==> src/hw/rtl/pdarc_pkg.sv <==
// Shared types, widths, register indexes and the volt-scaling helper for the PD arc drive
// controller. Used by pdarc_cfg, pdarc_ctrl, pdarc_dp and the top level; no dependencies.
`timescale 1ns / 1ps
`default_nettype none
package pdarc_pkg;

    // Fixed field widths.
    localparam int TURNS_W    = 17;
    localparam int HEAD_W     = 18;
    localparam int MS_W       = 16;
    localparam int VOLT_W     = 5;
    localparam int CFG_IDX_W  = 3;
    localparam int CFG_DATA_W = 18;

    // Internal datapath widths that do not depend on the fraction bits.
    localparam int TURN_FRAC = 10;
    localparam int TRAVEL_W  = 23;
    localparam int ERR_W     = 24;
    localparam int MUL_A_W   = 25;
    localparam int MUL_B_W   = 17;
    localparam int PROD_W    = MUL_A_W + MUL_B_W;
    localparam int SUM_W     = PROD_W + 2;
    localparam int HERR_W    = HEAD_W + 1;

    localparam int SPEED_LIMIT = 100;
    localparam int VOLT_LIMIT  = 12;
    // Smallest whole side value whose 12/100 scaling exceeds the volt limit.
    localparam int VOLT_SAT_WHOLE = 109;

    // Register indexes.
    localparam logic [CFG_IDX_W-1:0] REG_TARGET_DISTANCE = 3'd0;
    localparam logic [CFG_IDX_W-1:0] REG_TARGET_HEADING  = 3'd1;
    localparam logic [CFG_IDX_W-1:0] REG_TIME_LIMIT_MS   = 3'd2;
    localparam logic [CFG_IDX_W-1:0] REG_DISTANCE_GAIN   = 3'd3;
    localparam logic [CFG_IDX_W-1:0] REG_RATE_GAIN       = 3'd4;
    localparam logic [CFG_IDX_W-1:0] REG_DISTANCE_BOOST  = 3'd5;
    localparam logic [CFG_IDX_W-1:0] REG_HEADING_BOOST   = 3'd6;
    localparam logic [CFG_IDX_W-1:0] REG_TRAVEL_PER_REV  = 3'd7;

    typedef struct packed {
        logic signed [15:0] target_distance;
        logic signed [17:0] target_heading;
        logic [15:0]        time_limit_ms;
        logic [15:0]        distance_gain;
        logic [15:0]        rate_gain;
        logic [3:0]         distance_boost;
        logic [3:0]         heading_boost;
        logic [15:0]        travel_per_rev;
    } cfg_t;

    // Operand selection of the shared multiplier.
    localparam logic [1:0] MUL_TRAVEL = 2'd0;
    localparam logic [1:0] MUL_PROP   = 2'd1;
    localparam logic [1:0] MUL_RATE   = 2'd2;

    typedef struct packed {
        logic       load_in;
        logic       mul_en;
        logic [1:0] mul_sel;
        logic       err_en;
        logic       acc_en;
        logic       sum_en;
        logic       out_load;
    } cmd_t;

    // floor(whole * 12 / 100) for whole below VOLT_SAT_WHOLE, by a reciprocal multiply.
    // The constant 15732 / 2^17 overshoots 0.12 by too little to cross an integer here.
    function automatic logic [3:0] volts_of_whole(input logic [6:0] whole);
        logic [20:0] prod;
        prod = 21'(whole) * 21'd15732;
        return prod[20:17];
    endfunction

endpackage
`default_nettype wire

==> src/hw/rtl/pdarc_cfg.sv <==
// Configuration register file of the PD arc drive controller.
// Depends on pdarc_pkg for the register indexes and the cfg_t layout.
`timescale 1ns / 1ps
`default_nettype none
module pdarc_cfg (
    input  wire logic                             aclk,
    input  wire logic                             aresetn,
    input  wire logic                             cfg_wr_en,
    input  wire logic [pdarc_pkg::CFG_IDX_W-1:0]  cfg_index,
    input  wire logic [pdarc_pkg::CFG_DATA_W-1:0] cfg_wdata,
    output pdarc_pkg::cfg_t                       cfg
);
    import pdarc_pkg::*;

    cfg_t cfg_reg;
    cfg_t cfg_next;

    always_comb begin
        cfg_next = cfg_reg;
        if (cfg_wr_en) begin
            unique case (cfg_index)
                REG_TARGET_DISTANCE: cfg_next.target_distance = cfg_wdata[15:0];
                REG_TARGET_HEADING:  cfg_next.target_heading  = cfg_wdata[17:0];
                REG_TIME_LIMIT_MS:   cfg_next.time_limit_ms   = cfg_wdata[15:0];
                REG_DISTANCE_GAIN:   cfg_next.distance_gain   = cfg_wdata[15:0];
                REG_RATE_GAIN:       cfg_next.rate_gain       = cfg_wdata[15:0];
                REG_DISTANCE_BOOST:  cfg_next.distance_boost  = cfg_wdata[3:0];
                REG_HEADING_BOOST:   cfg_next.heading_boost   = cfg_wdata[3:0];
                REG_TRAVEL_PER_REV:  cfg_next.travel_per_rev  = cfg_wdata[15:0];
                default: cfg_next = cfg_reg;
            endcase
        end
    end

    always_ff @(posedge aclk) begin
        if (!aresetn) begin
            cfg_reg.target_distance <= '0;
            cfg_reg.target_heading  <= '0;
            cfg_reg.time_limit_ms   <= 16'd1000;
            cfg_reg.distance_gain   <= 16'd1536;
            cfg_reg.rate_gain       <= 16'd8960;
            cfg_reg.distance_boost  <= 4'd1;
            cfg_reg.heading_boost   <= 4'd0;
            cfg_reg.travel_per_rev  <= 16'd1658;
        end else begin
            cfg_reg <= cfg_next;
        end
    end

    assign cfg = cfg_reg;

endmodule
`default_nettype wire

==> src/hw/rtl/pdarc_ctrl.sv <==
// Sequencing state machine of the PD arc drive controller: input and result handshakes
// and the command word that steps the datapath. Depends on pdarc_pkg for cmd_t.
`timescale 1ns / 1ps
`default_nettype none
module pdarc_ctrl (
    input  wire logic      aclk,
    input  wire logic      aresetn,
    input  wire logic      s_valid,
    output logic           s_ready,
    output logic           m_valid,
    input  wire logic      m_ready,
    output pdarc_pkg::cmd_t cmd
);
    import pdarc_pkg::*;

    localparam logic [2:0] ST_IDLE   = 3'd0;
    localparam logic [2:0] ST_TRAVEL = 3'd1;
    localparam logic [2:0] ST_ERR    = 3'd2;
    localparam logic [2:0] ST_PROP   = 3'd3;
    localparam logic [2:0] ST_RATE   = 3'd4;
    localparam logic [2:0] ST_SUM    = 3'd5;
    localparam logic [2:0] ST_OUT    = 3'd6;

    logic [2:0] state_reg;
    logic [2:0] state_next;
    logic       m_valid_reg;
    logic       m_valid_next;
    logic       out_free;

    // The result register can take a new result when empty or being drained this cycle.
    assign out_free = !m_valid_reg || m_ready;

    always_comb begin
        state_next  = state_reg;
        cmd         = '0;
        cmd.mul_sel = MUL_TRAVEL;
        unique case (state_reg)
            ST_IDLE: begin
                if (s_valid) begin
                    cmd.load_in = 1'b1;
                    state_next  = ST_TRAVEL;
                end
            end
            ST_TRAVEL: begin
                cmd.mul_en  = 1'b1;
                cmd.mul_sel = MUL_TRAVEL;
                state_next  = ST_ERR;
            end
            ST_ERR: begin
                cmd.err_en = 1'b1;
                state_next = ST_PROP;
            end
            ST_PROP: begin
                cmd.mul_en  = 1'b1;
                cmd.mul_sel = MUL_PROP;
                state_next  = ST_RATE;
            end
            ST_RATE: begin
                cmd.acc_en  = 1'b1;
                cmd.mul_en  = 1'b1;
                cmd.mul_sel = MUL_RATE;
                state_next  = ST_SUM;
            end
            ST_SUM: begin
                cmd.sum_en = 1'b1;
                state_next = ST_OUT;
            end
            ST_OUT: begin
                if (out_free) begin
                    cmd.out_load = 1'b1;
                    state_next   = ST_IDLE;
                end
            end
            default: state_next = ST_IDLE;
        endcase
    end

    always_comb begin
        m_valid_next = m_valid_reg;
        if (cmd.out_load) begin
            m_valid_next = 1'b1;
        end else if (m_ready) begin
            m_valid_next = 1'b0;
        end
    end

    always_ff @(posedge aclk) begin
        if (!aresetn) begin
            state_reg   <= ST_IDLE;
            m_valid_reg <= 1'b0;
        end else begin
            state_reg   <= state_next;
            m_valid_reg <= m_valid_next;
        end
    end

    assign s_ready = (state_reg == ST_IDLE);
    assign m_valid = m_valid_reg;

endmodule
`default_nettype wire

==> src/hw/rtl/pdarc_dp.sv <==
// Datapath of the PD arc drive controller: input latches, one shared multiplier, error,
// speed and heading terms, volt scaling and the result register. Depends on pdarc_pkg.
`timescale 1ns / 1ps
`default_nettype none
module pdarc_dp #(
    parameter int FRAC_BITS = 8
) (
    input  wire logic                                  aclk,
    input  wire logic                                  aresetn,
    input  pdarc_pkg::cmd_t                            cmd,
    input  pdarc_pkg::cfg_t                            cfg,
    input  wire logic signed [pdarc_pkg::TURNS_W-1:0]  s_wheel_turns,
    input  wire logic signed [pdarc_pkg::HEAD_W-1:0]   s_heading_now,
    input  wire logic        [pdarc_pkg::MS_W-1:0]     s_elapsed_ms,
    input  wire logic                                  s_new_move,
    output logic signed      [pdarc_pkg::VOLT_W-1:0]   m_left_volts,
    output logic signed      [pdarc_pkg::VOLT_W-1:0]   m_right_volts,
    output logic                                       m_finished,
    output logic                                       m_timed_out
);
    import pdarc_pkg::*;

    localparam int SPD_W  = 8 + FRAC_BITS;
    localparam int TURN_W = ((FRAC_BITS + 5 > HEAD_W) ? FRAC_BITS + 5 : HEAD_W) + 1;
    localparam int SIDE_W = ((SPD_W > TURN_W) ? SPD_W : TURN_W) + 1;
    localparam int ACCURACY = ((1 << FRAC_BITS) + 5) / 10;
    localparam logic signed [SUM_W-1:0] SPEED_MAX = SUM_W'(SPEED_LIMIT) << FRAC_BITS;
    localparam logic signed [SUM_W-1:0] SPEED_MIN = -SPEED_MAX;

    logic signed [TURNS_W-1:0] turns_reg;
    logic signed [HEAD_W-1:0]  heading_reg;
    logic        [MS_W-1:0]    elapsed_reg;
    logic signed [ERR_W-1:0]   prev_reg;
    logic signed [ERR_W-1:0]   prev_next;
    logic signed [PROD_W-1:0]  prod_reg;
    logic signed [PROD_W-1:0]  prod_next;
    logic signed [ERR_W-1:0]   err_reg;
    logic signed [ERR_W-1:0]   err_next;
    logic signed [SUM_W-1:0]   acc_reg;
    logic signed [SUM_W-1:0]   acc_next;
    logic signed [SPD_W-1:0]   speed_reg;
    logic signed [SPD_W-1:0]   speed_next;
    logic signed [TURN_W-1:0]  turn_reg;
    logic signed [TURN_W-1:0]  turn_next;
    logic signed [VOLT_W-1:0]  left_reg;
    logic signed [VOLT_W-1:0]  right_reg;
    logic                      finished_reg;
    logic                      timed_out_reg;

    logic signed [MUL_A_W-1:0]  mul_a;
    logic signed [MUL_B_W-1:0]  mul_b;
    logic signed [MUL_A_W-1:0]  err_delta;
    logic signed [PROD_W-1:0]   travel_full;
    logic signed [TRAVEL_W-1:0] travel;
    logic signed [SUM_W-1:0]    prod_shift;
    logic signed [SUM_W-1:0]    dboost_fix;
    logic signed [SUM_W-1:0]    speed_sum;
    logic signed [HERR_W-1:0]   herr;
    logic signed [HERR_W-1:0]   herr_half;
    logic signed [TURN_W-1:0]   hboost_fix;
    logic signed [SIDE_W-1:0]   side_left;
    logic signed [SIDE_W-1:0]   side_right;
    logic        [ERR_W-1:0]    err_mag;
    logic                       timed_out;

    // Truncate a side toward zero to whole units, scale by 12/100 and saturate.
    function automatic logic signed [VOLT_W-1:0] side_to_volts(
        input logic signed [SIDE_W-1:0] side
    );
        logic [SIDE_W-1:0] mag;
        logic [SIDE_W-1:0] whole;
        logic [3:0]        v;
        mag   = side[SIDE_W-1] ? SIDE_W'(-side) : SIDE_W'(side);
        whole = mag >> FRAC_BITS;
        if (whole >= SIDE_W'(VOLT_SAT_WHOLE)) begin
            v = 4'(VOLT_LIMIT);
        end else begin
            v = volts_of_whole(whole[6:0]);
        end
        return side[SIDE_W-1] ? -$signed({1'b0, v}) : $signed({1'b0, v});
    endfunction

    // Shared multiplier operands.
    assign err_delta = MUL_A_W'(err_reg) - MUL_A_W'(prev_reg);

    always_comb begin
        unique case (cmd.mul_sel)
            MUL_TRAVEL: begin
                mul_a = MUL_A_W'(turns_reg);
                mul_b = $signed({1'b0, cfg.travel_per_rev});
            end
            MUL_PROP: begin
                mul_a = MUL_A_W'(err_reg);
                mul_b = $signed({1'b0, cfg.distance_gain});
            end
            MUL_RATE: begin
                mul_a = err_delta;
                mul_b = $signed({1'b0, cfg.rate_gain});
            end
            default: begin
                mul_a = '0;
                mul_b = '0;
            end
        endcase
    end

    assign prod_next = mul_a * mul_b;

    // Distance error from the travel product.
    assign travel_full = prod_reg >>> TURN_FRAC;
    assign travel      = travel_full[TRAVEL_W-1:0];
    assign err_next    = ERR_W'(cfg.target_distance) - ERR_W'(travel);

    // Proportional part plus the sign boost, then the rate part and the clamp.
    assign prod_shift = SUM_W'(prod_reg >>> FRAC_BITS);
    assign dboost_fix = $signed(SUM_W'(cfg.distance_boost) << FRAC_BITS);

    always_comb begin
        if (err_reg > 0) begin
            acc_next = prod_shift + dboost_fix;
        end else if (err_reg < 0) begin
            acc_next = prod_shift - dboost_fix;
        end else begin
            acc_next = prod_shift;
        end
    end

    assign speed_sum = acc_reg + prod_shift;

    always_comb begin
        if (speed_sum > SPEED_MAX) begin
            speed_next = SPD_W'(SPEED_MAX);
        end else if (speed_sum < SPEED_MIN) begin
            speed_next = SPD_W'(SPEED_MIN);
        end else begin
            speed_next = SPD_W'(speed_sum);
        end
    end

    // Heading term: half the heading error plus its sign boost.
    assign herr       = HERR_W'(cfg.target_heading) - HERR_W'(heading_reg);
    assign herr_half  = herr >>> 1;
    assign hboost_fix = $signed(TURN_W'(cfg.heading_boost) << FRAC_BITS);

    always_comb begin
        if (herr > 0) begin
            turn_next = TURN_W'(herr_half) + hboost_fix;
        end else if (herr < 0) begin
            turn_next = TURN_W'(herr_half) - hboost_fix;
        end else begin
            turn_next = TURN_W'(herr_half);
        end
    end

    // A new move drops the stored error before this request uses it.
    always_comb begin
        prev_next = prev_reg;
        if (cmd.load_in && s_new_move) begin
            prev_next = '0;
        end else if (cmd.sum_en) begin
            prev_next = err_reg;
        end
    end

    assign side_left  = SIDE_W'(speed_reg) + SIDE_W'(turn_reg);
    assign side_right = SIDE_W'(speed_reg) - SIDE_W'(turn_reg);
    assign err_mag    = err_reg[ERR_W-1] ? ERR_W'(-err_reg) : ERR_W'(err_reg);
    assign timed_out  = (elapsed_reg >= cfg.time_limit_ms);

    always_ff @(posedge aclk) begin
        if (!aresetn) begin
            prev_reg <= '0;
        end else begin
            prev_reg <= prev_next;
        end
    end

    always_ff @(posedge aclk) begin
        if (cmd.load_in) begin
            turns_reg   <= s_wheel_turns;
            heading_reg <= s_heading_now;
            elapsed_reg <= s_elapsed_ms;
        end
        if (cmd.mul_en) begin
            prod_reg <= prod_next;
        end
        if (cmd.err_en) begin
            err_reg <= err_next;
        end
        if (cmd.acc_en) begin
            acc_reg <= acc_next;
        end
        if (cmd.sum_en) begin
            speed_reg <= speed_next;
            turn_reg  <= turn_next;
        end
        if (cmd.out_load) begin
            left_reg      <= side_to_volts(side_left);
            right_reg     <= side_to_volts(side_right);
            finished_reg  <= (err_mag <= ERR_W'(ACCURACY)) || timed_out;
            timed_out_reg <= timed_out;
        end
    end

    assign m_left_volts  = left_reg;
    assign m_right_volts = right_reg;
    assign m_finished    = finished_reg;
    assign m_timed_out   = timed_out_reg;

endmodule
`default_nettype wire

==> src/hw/rtl/pd_arc_drive_controller_top.sv <==
// Top level of the PD arc drive controller: joins the register file, the sequencer and the
// datapath. Depends on pdarc_pkg, pdarc_cfg, pdarc_ctrl and pdarc_dp.
//
//   Channel   Direction  Handshake              Payload
//   s_        in         s_valid / s_ready      wheel_turns, heading_now, elapsed_ms, new_move
//   m_        out        m_valid / m_ready      left_volts, right_volts, finished, timed_out
//   cfg_      in         cfg_wr_en (no wait)    cfg_index, cfg_wdata
//
// After acceptance a request steps through the travel, error, proportional, rate, sum and output
// states to the result register, and no new request is taken until it is through: a single shared
// 25 x 17 multiplier is used three times in sequence (travel, proportional, rate term).
// The next request is taken from the cycle after the result is loaded, even while m_valid waits.
// A stalled m_ready holds the sequencer in its last step only when the result register is full.
// Reset is synchronous and active low; it restores register defaults and clears the stored error.
`timescale 1ns / 1ps
`default_nettype none
module pd_arc_drive_controller_top #(
    parameter int FRAC_BITS = 8
) (
    input  wire logic                                  aclk,
    input  wire logic                                  aresetn,
    input  wire logic                                  s_valid,
    output logic                                       s_ready,
    input  wire logic signed [pdarc_pkg::TURNS_W-1:0]  s_wheel_turns,
    input  wire logic signed [pdarc_pkg::HEAD_W-1:0]   s_heading_now,
    input  wire logic        [pdarc_pkg::MS_W-1:0]     s_elapsed_ms,
    input  wire logic                                  s_new_move,
    output logic                                       m_valid,
    input  wire logic                                  m_ready,
    output logic signed      [pdarc_pkg::VOLT_W-1:0]   m_left_volts,
    output logic signed      [pdarc_pkg::VOLT_W-1:0]   m_right_volts,
    output logic                                       m_finished,
    output logic                                       m_timed_out,
    input  wire logic                                  cfg_wr_en,
    input  wire logic        [pdarc_pkg::CFG_IDX_W-1:0]  cfg_index,
    input  wire logic        [pdarc_pkg::CFG_DATA_W-1:0] cfg_wdata
);
    import pdarc_pkg::*;

    cfg_t cfg;
    cmd_t cmd;

    pdarc_cfg u_cfg (
        .aclk      (aclk),
        .aresetn   (aresetn),
        .cfg_wr_en (cfg_wr_en),
        .cfg_index (cfg_index),
        .cfg_wdata (cfg_wdata),
        .cfg       (cfg)
    );

    pdarc_ctrl u_ctrl (
        .aclk    (aclk),
        .aresetn (aresetn),
        .s_valid (s_valid),
        .s_ready (s_ready),
        .m_valid (m_valid),
        .m_ready (m_ready),
        .cmd     (cmd)
    );

    pdarc_dp #(
        .FRAC_BITS (FRAC_BITS)
    ) u_dp (
        .aclk          (aclk),
        .aresetn       (aresetn),
        .cmd           (cmd),
        .cfg           (cfg),
        .s_wheel_turns (s_wheel_turns),
        .s_heading_now (s_heading_now),
        .s_elapsed_ms  (s_elapsed_ms),
        .s_new_move    (s_new_move),
        .m_left_volts  (m_left_volts),
        .m_right_volts (m_right_volts),
        .m_finished    (m_finished),
        .m_timed_out   (m_timed_out)
    );

endmodule
`default_nettype wire

==> config.mk <==
export PLATFORM = sky130hd
export DESIGN_NAME = pd_arc_drive_controller_top
export DESIGN_NICKNAME = d
export VERILOG_FILES = /design/src/hw/rtl/pdarc_pkg.sv /design/src/hw/rtl/pdarc_cfg.sv /design/src/hw/rtl/pdarc_ctrl.sv /design/src/hw/rtl/pdarc_dp.sv /design/src/hw/rtl/pd_arc_drive_controller_top.sv
export SDC_FILE = /design/constraint.sdc
export NUM_CORES = 2
export LEC_CHECK = 0
export BUFFER_PORTS_ARGS = -buffer_cell sky130_fd_sc_hd__buf_4
export CORE_UTILIZATION = 60
export CTS_BUF_LIST = sky130_fd_sc_hd__clkbuf_4 sky130_fd_sc_hd__clkbuf_8
export CTS_CLUSTER_SIZE = 8
export DETAILED_ROUTE_END_ITERATION = 8
export GPL_TIMING_DRIVEN = 0
export PLACE_DENSITY = 0.88
export SETUP_SLACK_MARGIN = 0.1
export SYNTH_ARGS = -nofsm -noshare
export SYNTH_HDL_FRONTEND = slang
export SYNTH_HIERARCHICAL = 1
export SYNTH_SLANG_ARGS = --single-unit
==> constraint.sdc <==
create_clock -name aclk -period 9.47 [get_ports aclk]
set_clock_uncertainty 0.15 [all_clocks]
set_input_delay 0.4735 -clock aclk [delete_from_list [all_inputs] [get_ports aclk]]
set_output_delay 0.4735 -clock aclk [all_outputs]
set_load 0.1 [all_outputs]
==> results.json <==
{
  "outcome": "finished clean",
  "io_buffer_count": 87,
  "drt_wl_total_um": 123000,
  "track_usage_pct": 36.0,
  "pin_count": 92,
  "min_path_type": "in -> reg",
  "postRouteAntennaNets": 0,
  "grt_max_degree": 42,
  "crit_family": "adder cells",
  "first_iter_violations": 3690,
  "synthFlopType": "edfxtp_1",
  "crit_fanout": 8,
  "netlist-cell-type-count": 101,
  "grt_pass1_wl_um": 189000,
  "cts_root_buffer": "clkbuf_8",
  "grt_overflow": 0,
  "dr_wl_met2_um": 55600,
  "wire_per_inst_um": 21.8,
  "largest_reg_flops": 106,
  "drv_slew": 0,
  "cts_tree": "yes",
  "hold_viol": 0,
  "rsz0062_at_grt": "true",
  "dieHeight_um": 260,
  "async_reset_ff_share_pct": 0,
  "fin_nets": 5630,
  "core_mm2": 0.0657,
  "cp.depth": 36,
  "die_area_mm2": 0.0675,
  "globalplace.congestion": 1.03,
  "timing.fmax_mhz": 107,
  "antenna_found_initial": 6,
  "synth_area_leader_cell": "fa_1",
  "synthMuxAreaShare_pct": 4.13,
  "end_kind": "flop",
  "regToRegEndpoint": "u_dp/prod_reg[40]$_DFFE_PP_",
  "fp.dieW_um": 260,
  "num_rows": 94,
  "syn_avg_cell_area_um2": 8.92,
  "syn_area_mm2": 0.0399,
  "synthToLayoutAreaGrowth_pct": 12.7,
  "synth_xor_xnor_area_share_pct": 3.51,
  "arrival_ns": 9.63,
  "synth-edff-count": 191,
  "clock_sinks": 325,
  "route.met3.wl_um": 13600,
  "worstRegToRegCells": 36,
  "finalCritPeriodShare_pct": 98.9,
  "synth_nets": 5355,
  "synthSimpleGateAreaFrac_pct": 15.6,
  "r2r_slack_ns": 0.11,
  "synth_fa_ha_area_share_pct": 33.7,
  "crit_buf_inv": 4,
  "crit_path_frequent_cell": "fa_1",
  "cp-endpoint": "u_dp/prod_reg[40]$_DFFE_PP_",
  "yosys_register_bits": 325,
  "cts.reportedPaths.clkPinSlew_ns": 0.06,
  "drt-met1-wl_um": 44300,
  "top_layer": "met5",
  "slowest_delay_ns": 0.54,
  "relSlewSlack_pct": 9.72,
  "dr.pass1.iters": 8,
  "clock_path_buffers": 3,
  "worstSetupPathType": "reg -> reg",
  "cap_violations": 0,
  "period_needed_ns": 9.36,
  "syn_inst": 4472,
  "via_per_inst": 6.16,
  "yosys_warnings": 6,
  "yosysSeqAreaShare_pct": 21.1,
  "required_ns": 9.74,
  "cts_buffers": 54,
  "final_util_pct": 68.3,
  "ys_top_cells_by_area": "fa_1 (22%), edfxtp_1 (14%), ha_1 (11%)",
  "drive_above_1_share_pct": 10.0,
  "finalSetupViolCount": 0,
  "final.fill_count": 4693,
  "drc": 0,
  "critPathSlowestCell": "a221o_1",
  "vias": 34863,
  "clkLatencyLatePin_ns": 0.71,
  "synth_top_family_by_area": "adder cells",
  "crit_start": "u_dp/err_reg[0]$_DFFE_PP_",
  "r2r-start": "u_dp/err_reg[0]$_DFFE_PP_",
  "synth_compound_area_share_pct": 13.1,
  "first_global_vias": 35319,
  "worst_pin_slew_ns": 1.35,
  "cts_htree_levels": 2,
  "hpwl_um": 90100,
  "worst_setup_path_start_kind": "flop",
  "initial_core_util_pct": 60.7,
  "yosysTopAreaCellShare_pct": 22.4
}
==> stage by stage <==
stage	setup WS, ns	hold slack, ns	instances	instance area (um2)	TNS [ns]
6_report	0.107	0.0694	5656	44900	0
5_1_grt	-0.0743	0.0682	5654	44900	-0.146
4_1_cts	0.0973	0.0683	5626	44400	0
3_5_place_dp	-2.46	0.305	5433	41800	-48.04
3_3_place_gp	-2.47	0.294	5423	41600	-53.37
2_1_floorplan	0.236	0.281	4472	39900	0
==> how the worst min path moves through the flow <==
stage               slack [ns]  cells past startpoint                       start                               end
detailed placement        0.30                      0  u_dp/prod_reg[8]$_DFFE_PP_         u_dp/acc_reg[0]$_DFFE_PP_
floorplan                 0.28                      0  u_dp/prod_reg[8]$_DFFE_PP_         u_dp/acc_reg[0]$_DFFE_PP_
CTS                       0.07                      3                     s_valid  u_ctrl/state_reg[0]$_SDFFE_PN0P_
global route              0.07                      3                     s_valid  u_ctrl/state_reg[0]$_SDFFE_PN0P_
global placement          0.29                      2  u_cfg/cfg[72]$_SDFFE_PN0P_        u_cfg/cfg[72]$_SDFFE_PN0P_
finish                    0.07                      3                     s_valid  u_ctrl/state_reg[0]$_SDFFE_PN0P_
==> final cells by class <==
cell class                 instances  area, um2  area share [%]
inverter                         770       2900            6.44
buffer                           147        747            1.66
tap                              864       1080            2.41
clock inverter                    14        180           0.401
clock buffer                      84       1010            2.25
sequential                       325       8420            18.7
antenna                            3       7.51          0.0167
multi-input combinational       3227      28700            63.8
timing repair buffer             222       1920            4.27
==> Yosys cell counts (all sizes together) (112+ instances only) <==
| master | count |
|---|---|
| nand2 | 494 |
| inv | 767 |
| fa | 447 |
| mux2i | 161 |
| ha | 358 |
| clkbuf | 112 |
| nor2 | 327 |
| o21ai | 167 |
| a21oi | 182 |
| dfxtp | 134 |
| edfxtp | 191 |
| xnor2 | 119 |
==> timing repair <==
| item | CTS | global route |
|---|---|---|
| resized for setup | 142 | 99 |
| cloned | 1 | 0 |
| setup endpoints to repair | 32 | 25 |
| endpoints found under the hold margin | 74 | 0 |
| pin swaps | 17 | 33 |
| hold buffers | 66 | 0 |
| setup buffers | 30 | 30 |
==> routing by layer <==
| metal | up-vias | global-route usage (%) |
|---|---|---|
| met4 | 4 | 23.1 |
| met3 | 606 | 8.69 |
| met5 | - | 0 |
| met2 | 2178 | 58.5 |
| li1 | 15436 | - |
| met1 | 16639 | 42.8 |
==> worst min-delay path: stages <==
cell and delay (ns):
buf_4 0.13, nor3_1 0.18, a2111oi_1 0.09
==> placed cells by master (no fill, tap or decap), drive strengths merged, types with 89 or more instances in the layout <==
| master | synthesis | routed |
|---|---|---|
| a21oi | 182 | 182 |
| buf | 39 | 201 |
| clkbuf | 112 | 186 |
| dfxtp | 134 | 134 |
| edfxtp | 191 | 191 |
| fa | 447 | 447 |
| ha | 358 | 358 |
| inv | 767 | 768 |
| mux2i | 161 | 161 |
| nand2 | 494 | 494 |
| nor2 | 327 | 328 |
| nor3 | 89 | 89 |
| o21ai | 167 | 167 |
| xnor2 | 119 | 119 |
==> kinds of logic after synthesis <==
group,count (synthesis)
AOI/OAI and AO/OA,777
xor gates and xnor gates,160
adders and majority gates,806
buffers and inverters,921
DFF,325
muxes,164
and+or+nand+nor,1319
Power is not shown: default switching activity piles up to over one toggle a cycle in this logic, so the estimate is an artifact.
